===== config.mk =====
export PLATFORM = sky130hd
export DESIGN_NAME = stmds_cfg
export DESIGN_NICKNAME = d
export VERILOG_FILES = /design/src/hdl/stmds_pkg.sv /design/src/hdl/stmds_cfg.sv
export SDC_FILE = /design/constraint.sdc
export NUM_CORES = 1
export LEC_CHECK = 0
export BUFFER_PORTS_ARGS = -buffer_cell sky130_fd_sc_hd__buf_2
export CORE_UTILIZATION = 46
export DETAILED_ROUTE_END_ITERATION = 6
export PLACE_DENSITY = 0.78
export SYNTH_ARGS = -nofsm -noshare
export SYNTH_HDL_FRONTEND = slang
export SYNTH_SLANG_ARGS = --single-unit

===== constraint.sdc =====
create_clock -name i_clk -period 1.62 [get_ports i_clk]
set_input_delay 0.081 -clock i_clk [delete_from_list [all_inputs] [get_ports i_clk]]
set_output_delay 0.081 -clock i_clk [all_outputs]
set_load 0.1 [all_outputs]

===== src/hdl/stmds_pkg.sv =====
// types and constants of the stepper motor drive sequencer
package stmds_pkg;

    // request codes
    localparam logic [2:0] REQ_TICK   = 3'd0;
    localparam logic [2:0] REQ_TURN   = 3'd1;
    localparam logic [2:0] REQ_MOVE   = 3'd2;
    localparam logic [2:0] REQ_GO     = 3'd3;
    localparam logic [2:0] REQ_ROTATE = 3'd4;
    localparam logic [2:0] REQ_STOP   = 3'd5;

    // configuration register indexes
    localparam logic [1:0] CFG_DRIVER_KIND   = 2'd0;
    localparam logic [1:0] CFG_STEPS_PER_REV = 2'd1;
    localparam logic [1:0] CFG_MOVE_FORWARD  = 2'd2;
    localparam logic [1:0] CFG_HOLD_ON_STOP  = 2'd3;

    localparam logic [7:0]  SPEED_MAX       = 8'd100;
    localparam logic [12:0] STEPS_REV_RESET = 13'd200;

    typedef enum logic [2:0] {
        MODE_IDLE,
        MODE_TURN,
        MODE_MOVE,
        MODE_GO,
        MODE_RELEASE
    } t_mode;

    typedef struct packed {
        logic [2:0]  req_type;
        logic [15:0] amount;
        logic [7:0]  speed;
    } t_in_item;

    typedef struct packed {
        logic [3:0] pin_levels;
        logic       busy_res;
        logic       accepted;
    } t_out_item;

    typedef struct packed {
        logic        driver_kind;
        logic [12:0] steps_per_rev;
        logic        move_forward;
        logic        hold_on_stop;
    } t_cfg;

    // request after the arithmetic stages, limit already resolved
    typedef struct packed {
        logic        valid;
        logic [2:0]  req_type;
        logic [7:0]  speed;
        logic [27:0] limit;
    } t_job;

    // unipolar half-step coil pattern, bit0 = pin one
    localparam logic [3:0] HALF_STEP_PINS [8] = '{
        4'h8, 4'hC, 4'h4, 4'h6, 4'h2, 4'h3, 4'h1, 4'h9
    };

endpackage


===== src/hdl/stmds_cfg.sv =====
// configuration register bank
module stmds_cfg (
    input  logic                i_clk,
    input  logic                i_rst_n,
    input  logic                i_cfg_valid,
    input  logic [1:0]          i_cfg_index,
    input  logic [12:0]         i_cfg_data,
    output stmds_pkg::t_cfg     o_cfg
);

    stmds_pkg::t_cfg r_cfg;

    always_ff @(posedge i_clk) begin
        if (!i_rst_n) begin
            r_cfg.driver_kind   <= 1'b0;
            r_cfg.steps_per_rev <= stmds_pkg::STEPS_REV_RESET;
            r_cfg.move_forward  <= 1'b1;
            r_cfg.hold_on_stop  <= 1'b0;
        end else if (i_cfg_valid) begin
            unique case (i_cfg_index)
                stmds_pkg::CFG_DRIVER_KIND:   r_cfg.driver_kind   <= i_cfg_data[0];
                stmds_pkg::CFG_STEPS_PER_REV: r_cfg.steps_per_rev <= i_cfg_data;
                stmds_pkg::CFG_MOVE_FORWARD:  r_cfg.move_forward  <= i_cfg_data[0];
                stmds_pkg::CFG_HOLD_ON_STOP:  r_cfg.hold_on_stop  <= i_cfg_data[0];
                default: ;
            endcase
        end
    end

    assign o_cfg = r_cfg;

endmodule


**Word level (Yosys, flattened, before mapping)**

Cells that the tools add are included.

- Output and inout port bits: 16
- Input bits: 18
- Word-level logic and storage cells: 12
- Register bits after elaboration: 16

- Equality and inequality tests: 3
- Reductions and logical operators: 5

Operator list:

| cell | number |
|---|---|
| 2-bit AND reduction | 4 |
| 2-bit equality test (second input constant) | 2 |
| 2-bit by 1-bit equality test with 1-bit output (second input constant) | 1 |
| 2-bit logical NOT | 1 |

**Longest topological paths before layout**

Gate-level depths: netlist of the first run.

- Depth after elaboration: 2
- Depth in mapped cells: 4
- Mapped depth without buffers: 2

**Least setup slack after synthesis of the first run**

OpenSTA, ideal clock, no wires.

- Path kind: register to register
- Start point: register, netlist name o_cfg[5]
- End point: register r_cfg, in the netlist o_cfg[5]
- Path slack: 0.329 ns
- Data arrival time: 1.218 ns
- Buffers on the path: 0
- Stages on the path, launching flop included: 3
- Clock period less this slack: 1.291 ns
- Cell sequence: dfxtp_1 inv_1 o211ai_2

RTL lines:

| item | line | text |
|---|---|---|
| to (decl) | stmds_cfg.sv:11 | `stmds_pkg::t_cfg r_cfg;` |

**Worst setup path in the final report of the first run**

- Start point: register r_cfg, in the netlist o_cfg[2]
- End point: output port o_cfg[2] (netlist name)

RTL lines:

| item | line | text |
|---|---|---|
| to (decl) | stmds_cfg.sv:8 | `output stmds_pkg::t_cfg o_cfg` |

No word-level cell between the ends.

==> results.md, run 1 <==
* Status: finished, final reports clean
* CTS tree: yes
* Total number of nets in the final design at 123
* Portion of netlist area occupied by mux cells at 0.173
* Max FO, Critical Path at 2
* End of the worst register-to-register path: o_cfg[13]$_SDFFE_PN0P_
* Number of cells on the critical path at 1
* Worst setup EP type: output pin
* CP Buf/Inv Count at 1
* Final Routed Wirelength at 1.24 mm
* Post-synthesis share of cell area spent on full adders, half adders and majority gates at 0
* Data arrival at the endpoint of the critical path at 1080 ps
* Total Power Consumption at a little under 0.9 mW
* Initial core utilization at 0.515
* Antenna cells at 0
* DIE AREA at 0.00167 mm^2
* Post-route minimum period at around 1200 ps
* Peak per-stage delay on the critical path at 430 ps
* R2r setup slk at 990 ps
* Mapped Cells at 71
* Detailed-route wire length per cell at about 10 um
* Required time worst endpoint at roughly 1500 ps
* Number of flip-flops under the largest register name at 16
* Critical Path Source Type: flop
* Dominant combinational cell family by area after synthesis: simple AND/OR/NAND/NOR gates
* Number of vias after detailed routing at 577
* Post-Synthesis Mean Instance Area at approximately 9.8 um^2
* Clock Latency Late Sink at 280 ps
* Leakage power at 0.436 nW
* Overall fraction of global-route tracks in use at 0.163
* Vias in the first global route at roughly 450
* Max Root-Sink Buffers at 2
* Unrepaired setup endpoints after global routing: no
* Hold WC Path Type: input port to flop
* End point of the worst hold path: o_cfg[10]$_SDFFE_PN0P_
* Placer's final routability congestion estimate at ~0.65
* Die span in x at between 40 and 50 um
* Count of distinct cell types in the synthesized netlist at 14
* Final setup vio count at 0
* FF-to-FF path depth at 2
* Antenna Violating Nets Remaining at 0
* Via density at 4.85
* Worst Hold Path Cells at 3
* Setup fix buffers added after clock tree synthesis at 0
* Die Y-Extent at 40.9 um
* Max-slew violation count at 0
* Library cell contributing the largest single delay on the critical path: sky130_fd_sc_hd__buf_2
* Area added between synthesis and finish at 26.1%
* Post-route clock period utilization at 0.717
* Clock transition at the registers of the reported paths at 100 ps
* Startpoint of the most critical register-to-register path: o_cfg[13]$_SDFFE_PN0P_
* I/O pins at 34
* Synth Area in XOR/XNOR at 0
* Series of cell instances along the critical path: buf_2
* CTS root buffer: sky130_fd_sc_hd__clkbuf_4
* Worst rel slew slack at 0.677
* CTS-repair resized insts at 0
* Setup Crit Path Kind: flop to output pin
* Achievable Freq at ~860 MHz
* Net count after synthesis at 89
* IR Drop Worst-Case VDD at approximately 0.00044 V
* Startpoint of the lowest-slack hold path: i_cfg_data[8]
* IO Port Bufs at 33
* Violation count after the first detailed-routing iteration at 3
* Antenna violations before repair at 0
* Detailed Routing Iterations Pass 1 at 4
* H-tree Lvls at 1
* Number of storage elements in the synthesis netlist at 16
* Floorplan core area at 0.00135 mm^2
* Wire length of the first global-routing pass at between 1.5 and 2 mm
* TNS Setup at 0 ps
* Std cell rows at 13
* Share of cells above drive strength 1 at 0.404
* Warnings, synthesis at 0
* HPWL after detailed placement at approximately 890 um
* Number of buffers created by CTS at 3
* Area fraction in compound gates after synthesis at 0.0647
* Maximum capacitance violations at 0
* Synth Cell Area at 696 um^2
* Power density normalized to cell area at roughly 1000 mW/mm^2
* Grt total ovfl at 0
* Sequential fraction of the synthesis area at 0.460
* Synth Area in Simple Gates at 0.214
* Number of buffers inserted for hold repair after clock tree synthesis at 0
* Post-Route Skew at 0 ps
* Remaining routing DRC violations at 0
* Clk sink count at 16
* Number of hold violations in the final report at 0
* Pin slew with the least headroom to its limit at 488 ps
* Cell family with most CP delay: buffers and inverters
* Pin count of the biggest net entering global routing at 27
-- cells in the mapped netlist --
cell type / instances / area [um^2]
sky130_fd_sc_hd__and3b_1: 1 / 8.76
sky130_fd_sc_hd__and3b_2: 1 / 10.0
sky130_fd_sc_hd__buf_12: 1 / 20.0
sky130_fd_sc_hd__buf_2: 3 / 15.0
sky130_fd_sc_hd__buf_6: 1 / 11.3
sky130_fd_sc_hd__dfxtp_1: 16 / 320
sky130_fd_sc_hd__inv_1: 4 / 15.0
sky130_fd_sc_hd__mux2i_1: 12 / 120
sky130_fd_sc_hd__nand2_1: 22 / 82.6
sky130_fd_sc_hd__nand3_1: 1 / 5.00
sky130_fd_sc_hd__nand4b_1: 4 / 35.0
sky130_fd_sc_hd__nor3b_1: 1 / 7.51
sky130_fd_sc_hd__o211ai_1: 1 / 7.51
sky130_fd_sc_hd__o211ai_2: 3 / 37.5
-- how the worst max path moves through the flow --
stage                                        end                  start
after detailed placement  o_cfg[10]$_SDFFE_PN0P_         i_cfg_index[1]
after global placement    o_cfg[13]$_SDFFE_PN0P_         i_cfg_index[1]
after floorplan            o_cfg[5]$_SDFFE_PN1P_  o_cfg[5]$_SDFFE_PN1P_
after CTS                               o_cfg[2]  o_cfg[2]$_SDFFE_PN0P_
final                                   o_cfg[2]  o_cfg[2]$_SDFFE_PN0P_
after global routing                    o_cfg[1]  o_cfg[1]$_SDFFE_PN1P_
-- layout by cell type (no fill, tap or decap) --
cell	synthesis	final
sky130_fd_sc_hd__buf_2	3	33
sky130_fd_sc_hd__and3b_2	1	1
sky130_fd_sc_hd__and3b_1	1	1
sky130_fd_sc_hd__nand2_1	22	22
sky130_fd_sc_hd__mux2i_1	12	12
sky130_fd_sc_hd__nand3_1	1	1
sky130_fd_sc_hd__o211ai_2	3	3
sky130_fd_sc_hd__clkbuf_8	0	1
sky130_fd_sc_hd__buf_4	0	1
sky130_fd_sc_hd__nor3b_1	1	1
sky130_fd_sc_hd__inv_1	4	4
sky130_fd_sc_hd__dfxtp_1	16	16
sky130_fd_sc_hd__clkbuf_4	0	3
sky130_fd_sc_hd__o211ai_1	1	1
sky130_fd_sc_hd__nand4b_1	4	4
-- routing by layer --
metal,track usage,part of all wire,vias to the layer above
li1,-,-,307
met1,0.198,0.48,252
met2,0.250,0.47,16
met3,0.0489,0.051,2
met4,0.100,0.0057,0
met5,0,0,-
-- cells by family (layout without fill, tap and decap cells) --
logic type	count (synthesis)	count (layout)
compound gates	4	4
buf+inv	9	42
flops	16	16
mux	12	12
simple gates	30	30
-- through the flow --
step / util / setup slack, ps / cell area (um^2) / hold WS (ps) / std cells
floorplan: - / 329 / 696 / 223 / 71
global placement: 0.623 / 705 / 841 / 330 / 115
detailed placement: 0.623 / 680 / 841 / 339 / 115
CTS: 0.650 / 463 / 877 / 28.8 / 119
global route: 0.650 / 432 / 877 / 27.8 / 119
finish: 0.650 / 458 / 877 / 31.1 / 119
-- area by class of cell --
type                            instances  area, um^2
Tap cell                               15        18.8
Multi-Input combinational cell         46         314
Fill cell                             120         473
Clock buffer                            4        36.3
Timing Repair Buffer                   34         173
Inverter                                4        15.0
Sequential cell                        16         320
-- where the power goes --
group | internal, mW | leakage, nW | switching [mW]
Clock | 0.137 | 0.0210 | 0.124
Combinational | 0.0460 | 0.284 | 0.155
Sequential | 0.409 | 0.130 | 0.00698
(Power assumes the default switching activity.)
==> inputs of run 2 (changes only) <==
CORE_UTILIZATION = 39   (was 46)
PLACE_DENSITY = 0.7   (was 0.78)
clock period = 1.05 ns   (was 1.62 ns; I/O delays follow)
==> results.md, run 2 (synthesized netlist as in run 1, its figures left out) <==
* Status: finished, final reports clean (unchanged)
* Setup Crit Path Kind: flop to output pin (unchanged)
* Pin slew with the least headroom to its limit at 449 ps (was 488 ps)
* IO Port Bufs at 33 (unchanged)
* Violation count after the first detailed-routing iteration at 8 (was 3)
* IR Drop Worst-Case VDD at 0.00134 V (was 0.000440 V)
* Final setup vio count at 0 (unchanged)
* Relative contribution of sequential cells to total power at 0.439 (was 0.474)
* Most used cells in the layout excluding fill and tap cells: 22 x sky130_fd_sc_hd__nand2_1, 17 x sky130_fd_sc_hd__buf_2, 16 x sky130_fd_sc_hd__dfxtp_2, 16 x sky130_fd_sc_hd__buf_12, 12 x sky130_fd_sc_hd__mux2i_1 (was 33 x sky130_fd_sc_hd__buf_2, 22 x sky130_fd_sc_hd__nand2_1, 16 x sky130_fd_sc_hd__dfxtp_1)
* Setup fix buffers added after clock tree synthesis at 0 (unchanged)
* I/O pins at 34 (unchanged)
* Series of cell instances along the critical path: buf_12 (was buf_2)
* Met2 Use GR at 0.338 (was 0.250)
* Met3 track demand over resource in global routing at 0.0653 (was 0.0489)
* End of the critical path: o_cfg[3] (was o_cfg[2])
* TNS Setup at 0 ps (unchanged)
* Share of cells above drive strength 1 at 0.518 (was 0.404)
* Area added between synthesis and finish at 77.7% (was 26.1%)
* Total number of nets in the final design at 133 (was 123)
* P_sw at 0.491 mW (was 0.286 mW)
* Remaining routing DRC violations at 0 (unchanged)
* Post-route minimum period at 911 ps
* CTS root buffer: sky130_fd_sc_hd__clkbuf_4 (unchanged)
* Number of buffers inserted for hold repair after clock tree synthesis at 9 (was 0)
* Placer's final routability congestion estimate at 0.676 (was 0.652)
* Clk sink count at 16 (unchanged)
* DIE AREA at 0.00196 mm^2 (was 0.00167 mm^2)
* Vias in the first global route at 650 (was 445)
* Wire length of the first global-routing pass at 2.67 mm (was 1.76 mm)
* Startpoint of the most critical register-to-register path: o_cfg[3]$_SDFFE_PN0P_ (was o_cfg[13]$_SDFFE_PN0P_)
* Antenna cells at 0 (unchanged)
* Peak per-stage delay on the critical path at 380 ps (was 430 ps)
* Via density at 4.96 (was 4.85)
* Grt total ovfl at 0 (unchanged)
* End of the worst register-to-register path: o_cfg[3]$_SDFFE_PN0P_ (was o_cfg[13]$_SDFFE_PN0P_)
* R2r setup slk at 380 ps (was 990 ps)
* Pre-CTS WS at 112 ps (was 680 ps)
* Final Routed Wirelength at 1.63 mm (was 1.24 mm)
* HPWL after detailed placement at 1.05 mm (was 889 um)
* Post-Route Skew at 0 ps (unchanged)
* Number of flip-flops under the largest register name at 16 (unchanged)
* Clock network fraction of total power at 0.285 (was 0.297)
* Worst setup EP type: output pin (unchanged)
* Max Root-Sink Buffers at 2 (unchanged)
* CP Launch Point: o_cfg[3]$_SDFFE_PN0P_ (was o_cfg[2]$_SDFFE_PN0P_)
* FF-to-FF path depth at 2 (unchanged)
* Floorplan core area at 0.00158 mm^2 (was 0.00135 mm^2)
* Detailed Routing Iterations Pass 1 at 6 (was 4)
* CTS tree: yes (unchanged)
* Pin count of the biggest net entering global routing at 27 (unchanged)
* Data arrival at the endpoint of the critical path at 860 ps (was 1080 ps)
* Layer with the highest usage: met2 (unchanged)
* Hold WC Path Type: input port to flop (unchanged)
* Post-route clock period utilization at 0.867
* Unrepaired setup endpoints after global routing: no (unchanged)
* Max FO, Critical Path at 2 (unchanged)
* Clock Latency Late Sink at 300 ps (was 280 ps)
* Number of buffers created by CTS at 3 (unchanged)
* Most frequent standard cell in the layout excluding fill and tap cells: sky130_fd_sc_hd__nand2_1 (was sky130_fd_sc_hd__buf_2)
* Critical Path Source Type: flop (unchanged)
* CTS-repair resized insts at 0 (unchanged)
* Worst rel slew slack at 0.701 (was 0.677)
* Die span in x at 44.2 um (was 40.9 um)
* Met1 layer usage reported by global route at 0.192 (was 0.198)
* Max-slew violation count at 0 (unchanged)
* Achievable Freq at 1100 MHz
* Area of combinational cells with multiple inputs at 314 um^2 (unchanged)
* Fraction of power spent switching nets at 0.326 (about the same)
* Filler instances at 90 (was 120)
* CP Buf/Inv Count at 1 (unchanged)
* Number of hold violations in the final report at 0 (unchanged)
* Required time worst endpoint at 1000 ps (was 1540 ps)
* Maximum capacitance violations at 0 (unchanged)
* Cell family with most CP delay: flip-flops (was buffers and inverters)
* Overall fraction of global-route tracks in use at 0.192 (was 0.163)
* H-tree Lvls at 1 (unchanged)
* Internal Pwr Total at 1.01 mW (was 0.591 mW)
* Library cell contributing the largest single delay on the critical path: sky130_fd_sc_hd__dfxtp_2 (was sky130_fd_sc_hd__buf_2)
* Storage cell area at 340 um^2 (was 320 um^2)
* Number of vias after detailed routing at 645 (was 577)
* Power density normalized to cell area at 1220 mW/mm^2 (was 1000 mW/mm^2)
* Detailed-route wire length per cell at 12.6 um (was 10.4 um)
* Std cell rows at 14 (was 13)
* Antenna violations before repair at 0 (unchanged)
* Number of cells on the critical path at 1 (unchanged)
* Clock transition at the registers of the reported paths at 110 ps (was 100 ps)
* Worst hold-check slack at 57.7 ps (was 31.1 ps)
* Initial core utilization at 0.441 (was 0.515)
* Die Y-Extent at 44.2 um (was 40.9 um)
* Leakage power at 0.548 nW (was 0.436 nW)
* Share of power burned in combinational logic at 0.276 (was 0.229)
* Final worst setup slack at 139 ps (was 458 ps)
* Antenna Violating Nets Remaining at 0 (unchanged)
run 2: cell type report:
cell class,instances,share of cell area
Timing Repair Buffer,44,0.413
Sequential cell,16,0.275
Multi-Input combinational cell,46,0.254
Clock buffer,4,0.0294
Tap cell,16,0.0162
Inverter,4,0.0121
run 2: tightest hold or removal path: cells and delay by family:
kind / cells / cell delay, ps
simple gates: 1 / 90
compound gates: 1 / 90
buf+inv: 1 / 90
run 2: worst min-delay path by stage:
stage | start | endpoint | slack (ps) | cells after the start
5_1_grt | i_cfg_data[7] | o_cfg[9]$_SDFFE_PN1P_ | 60 | 3
3_5_place_dp | i_cfg_data[8] | o_cfg[10]$_SDFFE_PN0P_ | 300 | 3
3_3_place_gp | i_cfg_data[5] | o_cfg[7]$_SDFFE_PN0P_ | 290 | 3
6_report | i_cfg_data[0] | o_cfg[1]$_SDFFE_PN1P_ | 60 | 3
2_1_floorplan | i_cfg_data[8] | o_cfg[10]$_SDFFE_PN0P_ | 190 | 2
4_1_cts | i_cfg_data[0] | o_cfg[1]$_SDFFE_PN1P_ | 60 | 3
run 2: through the flow:
stage,area (um^2),power (mW),util,instances
after global routing,1240,1.55,0.784,130
final,1240,1.51,0.784,130
after detailed placement,1110,1.06,0.704,117
after global placement,1110,1.06,0.704,117
after CTS,1240,1.51,0.784,130
after floorplan,716,0.913,-,71
run 2: power by group through the flow:
stage | registers, mW | clock network (mW) | logic [mW]
after floorplan | 0.834 | 0 | 0.0790
after detailed placement | 0.675 | 0 | 0.389
after global routing | 0.665 | 0.454 | 0.433
after CTS | 0.661 | 0.432 | 0.415
after global placement | 0.674 | 0 | 0.384
final | 0.660 | 0.429 | 0.416
run 2: routing by layer:
metal	vias to the layer above	routed length [um]
met5	-	0
met4	0	51
met3	4	74
met2	25	819
met1	292	688
li1	324	-
==> inputs of run 3 (changes only) <==
CORE_UTILIZATION = 43   (was 39)
PLACE_DENSITY = 0.73   (was 0.7)
clock period = 0.97 ns   (was 1.05 ns; I/O delays follow)
==> results.md, run 3 (synthesized netlist as in run 1, its figures left out) <==
* Detailed-route wire length per cell at 12.5 um (was 12.6 um)
* End of the worst register-to-register path: o_cfg[10]$_SDFFE_PN0P_ (was o_cfg[3]$_SDFFE_PN0P_)
* Post-Route Skew at 0 ps (unchanged)
* Clock transition at the registers of the reported paths at 100 ps (was 110 ps)
* Core utilization of the finished layout at 0.821 (was 0.784)
* Die span in x at 42.2 um (was 44.2 um)
* Placed Cells at 117 (unchanged)
* Violation count after the first detailed-routing iteration at 5 (was 8)
* IR Drop Worst-Case VDD at 0.00100 V (was 0.00134 V)
* Pre-CTS WS at 54.3 ps (was 112 ps)
* Post-route minimum period at 884 ps
* Vias in the first global route at 619 (was 650)
* Relative contribution of sequential cells to total power at 0.441 (was 0.439)
* Filler instances at 82 (was 90)
* CTS tree: yes (unchanged)
* Detailed Routing Iterations Pass 1 at 4 (was 6)
* Number of hold violations in the final report at 0 (unchanged)
* Initial core utilization at 0.462 (was 0.441)
* Share of power burned in combinational logic at 0.282 (was 0.276)
* Grt total ovfl at 0 (unchanged)
* Final Routed Wirelength at 1.59 mm (was 1.63 mm)
* Share of cells above drive strength 1 at 0.532 (was 0.518)
* Most frequent standard cell in the layout excluding fill and tap cells: sky130_fd_sc_hd__nand2_1 (unchanged)
* Number of vias after detailed routing at 634 (was 645)
* Startpoint of the lowest-slack hold path: i_cfg_data[8] (was i_cfg_data[0])
* Antenna Violating Nets Remaining at 0 (unchanged)
* Number of buffers created by CTS at 3 (unchanged)
* DIE AREA at 0.00178 mm^2 (was 0.00196 mm^2)
* Status: finished, final reports clean (unchanged)
* Library cell contributing the largest single delay on the critical path: sky130_fd_sc_hd__dfxtp_2 (unchanged)
* Internal Pwr Total at 1.10 mW (was 1.01 mW)
* Required time worst endpoint at 920 ps (was 1000 ps)
* Worst hold-check slack at 14.4 ps (was 57.7 ps)
* Die Y-Extent at 42.2 um (was 44.2 um)
* HPWL after detailed placement at 1.13 mm (was 1.05 mm)
* Pin slew with the least headroom to its limit at 277 ps (was 449 ps)
* Critical Path Source Type: flop (unchanged)
* Overall fraction of global-route tracks in use at 0.203 (was 0.192)
* Startpoint of the most critical register-to-register path: o_cfg[10]$_SDFFE_PN0P_ (was o_cfg[3]$_SDFFE_PN0P_)
* Most used cells in the layout excluding fill and tap cells: 22 x sky130_fd_sc_hd__nand2_1, 18 x sky130_fd_sc_hd__buf_12, 17 x sky130_fd_sc_hd__buf_2 (was 22 x sky130_fd_sc_hd__nand2_1, 17 x sky130_fd_sc_hd__buf_2, 16 x sky130_fd_sc_hd__dfxtp_2, 16 x sky130_fd_sc_hd__buf_12, 12 x sky130_fd_sc_hd__mux2i_1)
* Remaining routing DRC violations at 0 (unchanged)
* Total number of nets in the final design at 130 (was 133)
* Wire length of the first global-routing pass at 2.54 mm (was 2.67 mm)
* Placer's final routability congestion estimate at 0.726 (was 0.676)
* Total Power Consumption at 1.61 mW (was 1.51 mW)
* Setup Crit Path Kind: flop to output pin (unchanged)
* Achievable Freq at ~1100 MHz
* TNS Setup at 0 ps (unchanged)
* Final worst setup slack at 86.4 ps (was 139 ps)
* Hold WC Path Type: input port to flop (unchanged)
* Unrepaired setup endpoints after global routing: no (unchanged)
* P_sw at 0.514 mW (was 0.491 mW)
* Worst setup EP type: output pin (unchanged)
* Placed instance area at 0.00114 mm^2 (was 0.00111 mm^2)
* Max FO, Critical Path at 2 (unchanged)
* I/O pins at 34 (unchanged)
* Fraction of power spent switching nets at 0.319 (was 0.326)
* Final cell area excluding filler cells at 0.00124 mm^2 (unchanged)
* Maximum capacitance violations at 0 (unchanged)
* Final cell count without fillers at 127 (was 130)
* Power density normalized to cell area at 1300 mW/mm^2 (was 1220 mW/mm^2)
* Clk sink count at 16 (unchanged)
* Antenna violations before repair at 0 (unchanged)
* CTS root buffer: sky130_fd_sc_hd__clkbuf_4 (unchanged)
* Series of cell instances along the critical path: buf_12 (unchanged)
* Worst rel slew slack at 0.815 (was 0.701)
* Max Root-Sink Buffers at 2 (unchanged)
* Clock Latency Late Sink at 290 ps (was 300 ps)
* Antenna cells at 0 (unchanged)
* Number of flip-flops under the largest register name at 16 (unchanged)
* IO Port Bufs at 33 (unchanged)
* Max-slew violation count at 0 (unchanged)
* Clock network fraction of total power at 0.277 (was 0.285)
* Final setup vio count at 0 (unchanged)
* Std cell rows at 14 (unchanged)
* Pin count of the biggest net entering global routing at 19 (was 27)
* R2r setup slk at 340 ps (was 380 ps)
* Leakage power at 0.543 nW (was 0.548 nW)
* Peak per-stage delay on the critical path at 370 ps (was 380 ps)
* Post-route clock period utilization at 0.911
* FF-to-FF path depth at 2 (unchanged)
* Cell family with most CP delay: flip-flops (unchanged)
* Floorplan core area at 0.00151 mm^2 (was 0.00158 mm^2)
* CP Buf/Inv Count at 1 (unchanged)
* Data arrival at the endpoint of the critical path at 840 ps (was 860 ps)
* H-tree Lvls at 1 (unchanged)
* Worst Hold Path Cells at 3 (unchanged)
* Via density at 4.99 (was 4.96)
* Area added between synthesis and finish at 77.7% (unchanged)
* End point of the worst hold path: o_cfg[10]$_SDFFE_PN0P_ (was o_cfg[1]$_SDFFE_PN1P_)
[run 3: cell count changes in the layout (fill, tap and decap cells not counted), sizes merged]
cell / before / now
dlygate4sd3: 9 / 6
[run 3: worst max-delay path by stage]
stage                                   endpoint  cells after the start             startpoint  slack [ps]
after global routing                    o_cfg[1]                      1  o_cfg[1]$_SDFFE_PN1P_          60
after detailed placement  o_cfg[12]$_SDFFE_PN0P_                      4         i_cfg_index[1]          50
after CTS                               o_cfg[0]                      1  o_cfg[0]$_SDFFE_PN0P_          70
after global placement     o_cfg[7]$_SDFFE_PN0P_                      4         i_cfg_index[1]         110
after floorplan            o_cfg[5]$_SDFFE_PN1P_                      2  o_cfg[5]$_SDFFE_PN1P_          -2
final                                   o_cfg[0]                      1  o_cfg[0]$_SDFFE_PN0P_          90
[run 3: power groups by stage]
stage | Combinational, mW | Sequential [mW] | Clock (mW)
global route | 0.471 | 0.715 | 0.488
CTS | 0.454 | 0.711 | 0.459
global placement | 0.427 | 0.726 | 0
detailed placement | 0.436 | 0.727 | 0
floorplan | 0.0854 | 0.900 | 0
finish | 0.454 | 0.711 | 0.446
[run 3: cell type report]
cell class	count	area, um^2	area share
Timing Repair Buffer	41	505	0.409
Sequential cell	16	345	0.279
Inverter	4	15.0	0.0121
Tap cell	16	20.0	0.0162
Clock buffer	4	36.3	0.0294
Multi-Input combinational cell	46	314	0.254
[run 3: repair_timing]
item                                   CTS  global route
setup buffers                            0             0
hold buffers                             6             0
resized for setup                        0             0
endpoints found under the hold margin    6             0
[run 3: layer usage]
metal,track usage,vias to the layer above,wire (um)
li1,-,318,-
met1,0.191,288,608
met2,0.342,20,837
met3,0.0647,8,68
met4,0.188,0,75
met5,0,-,0
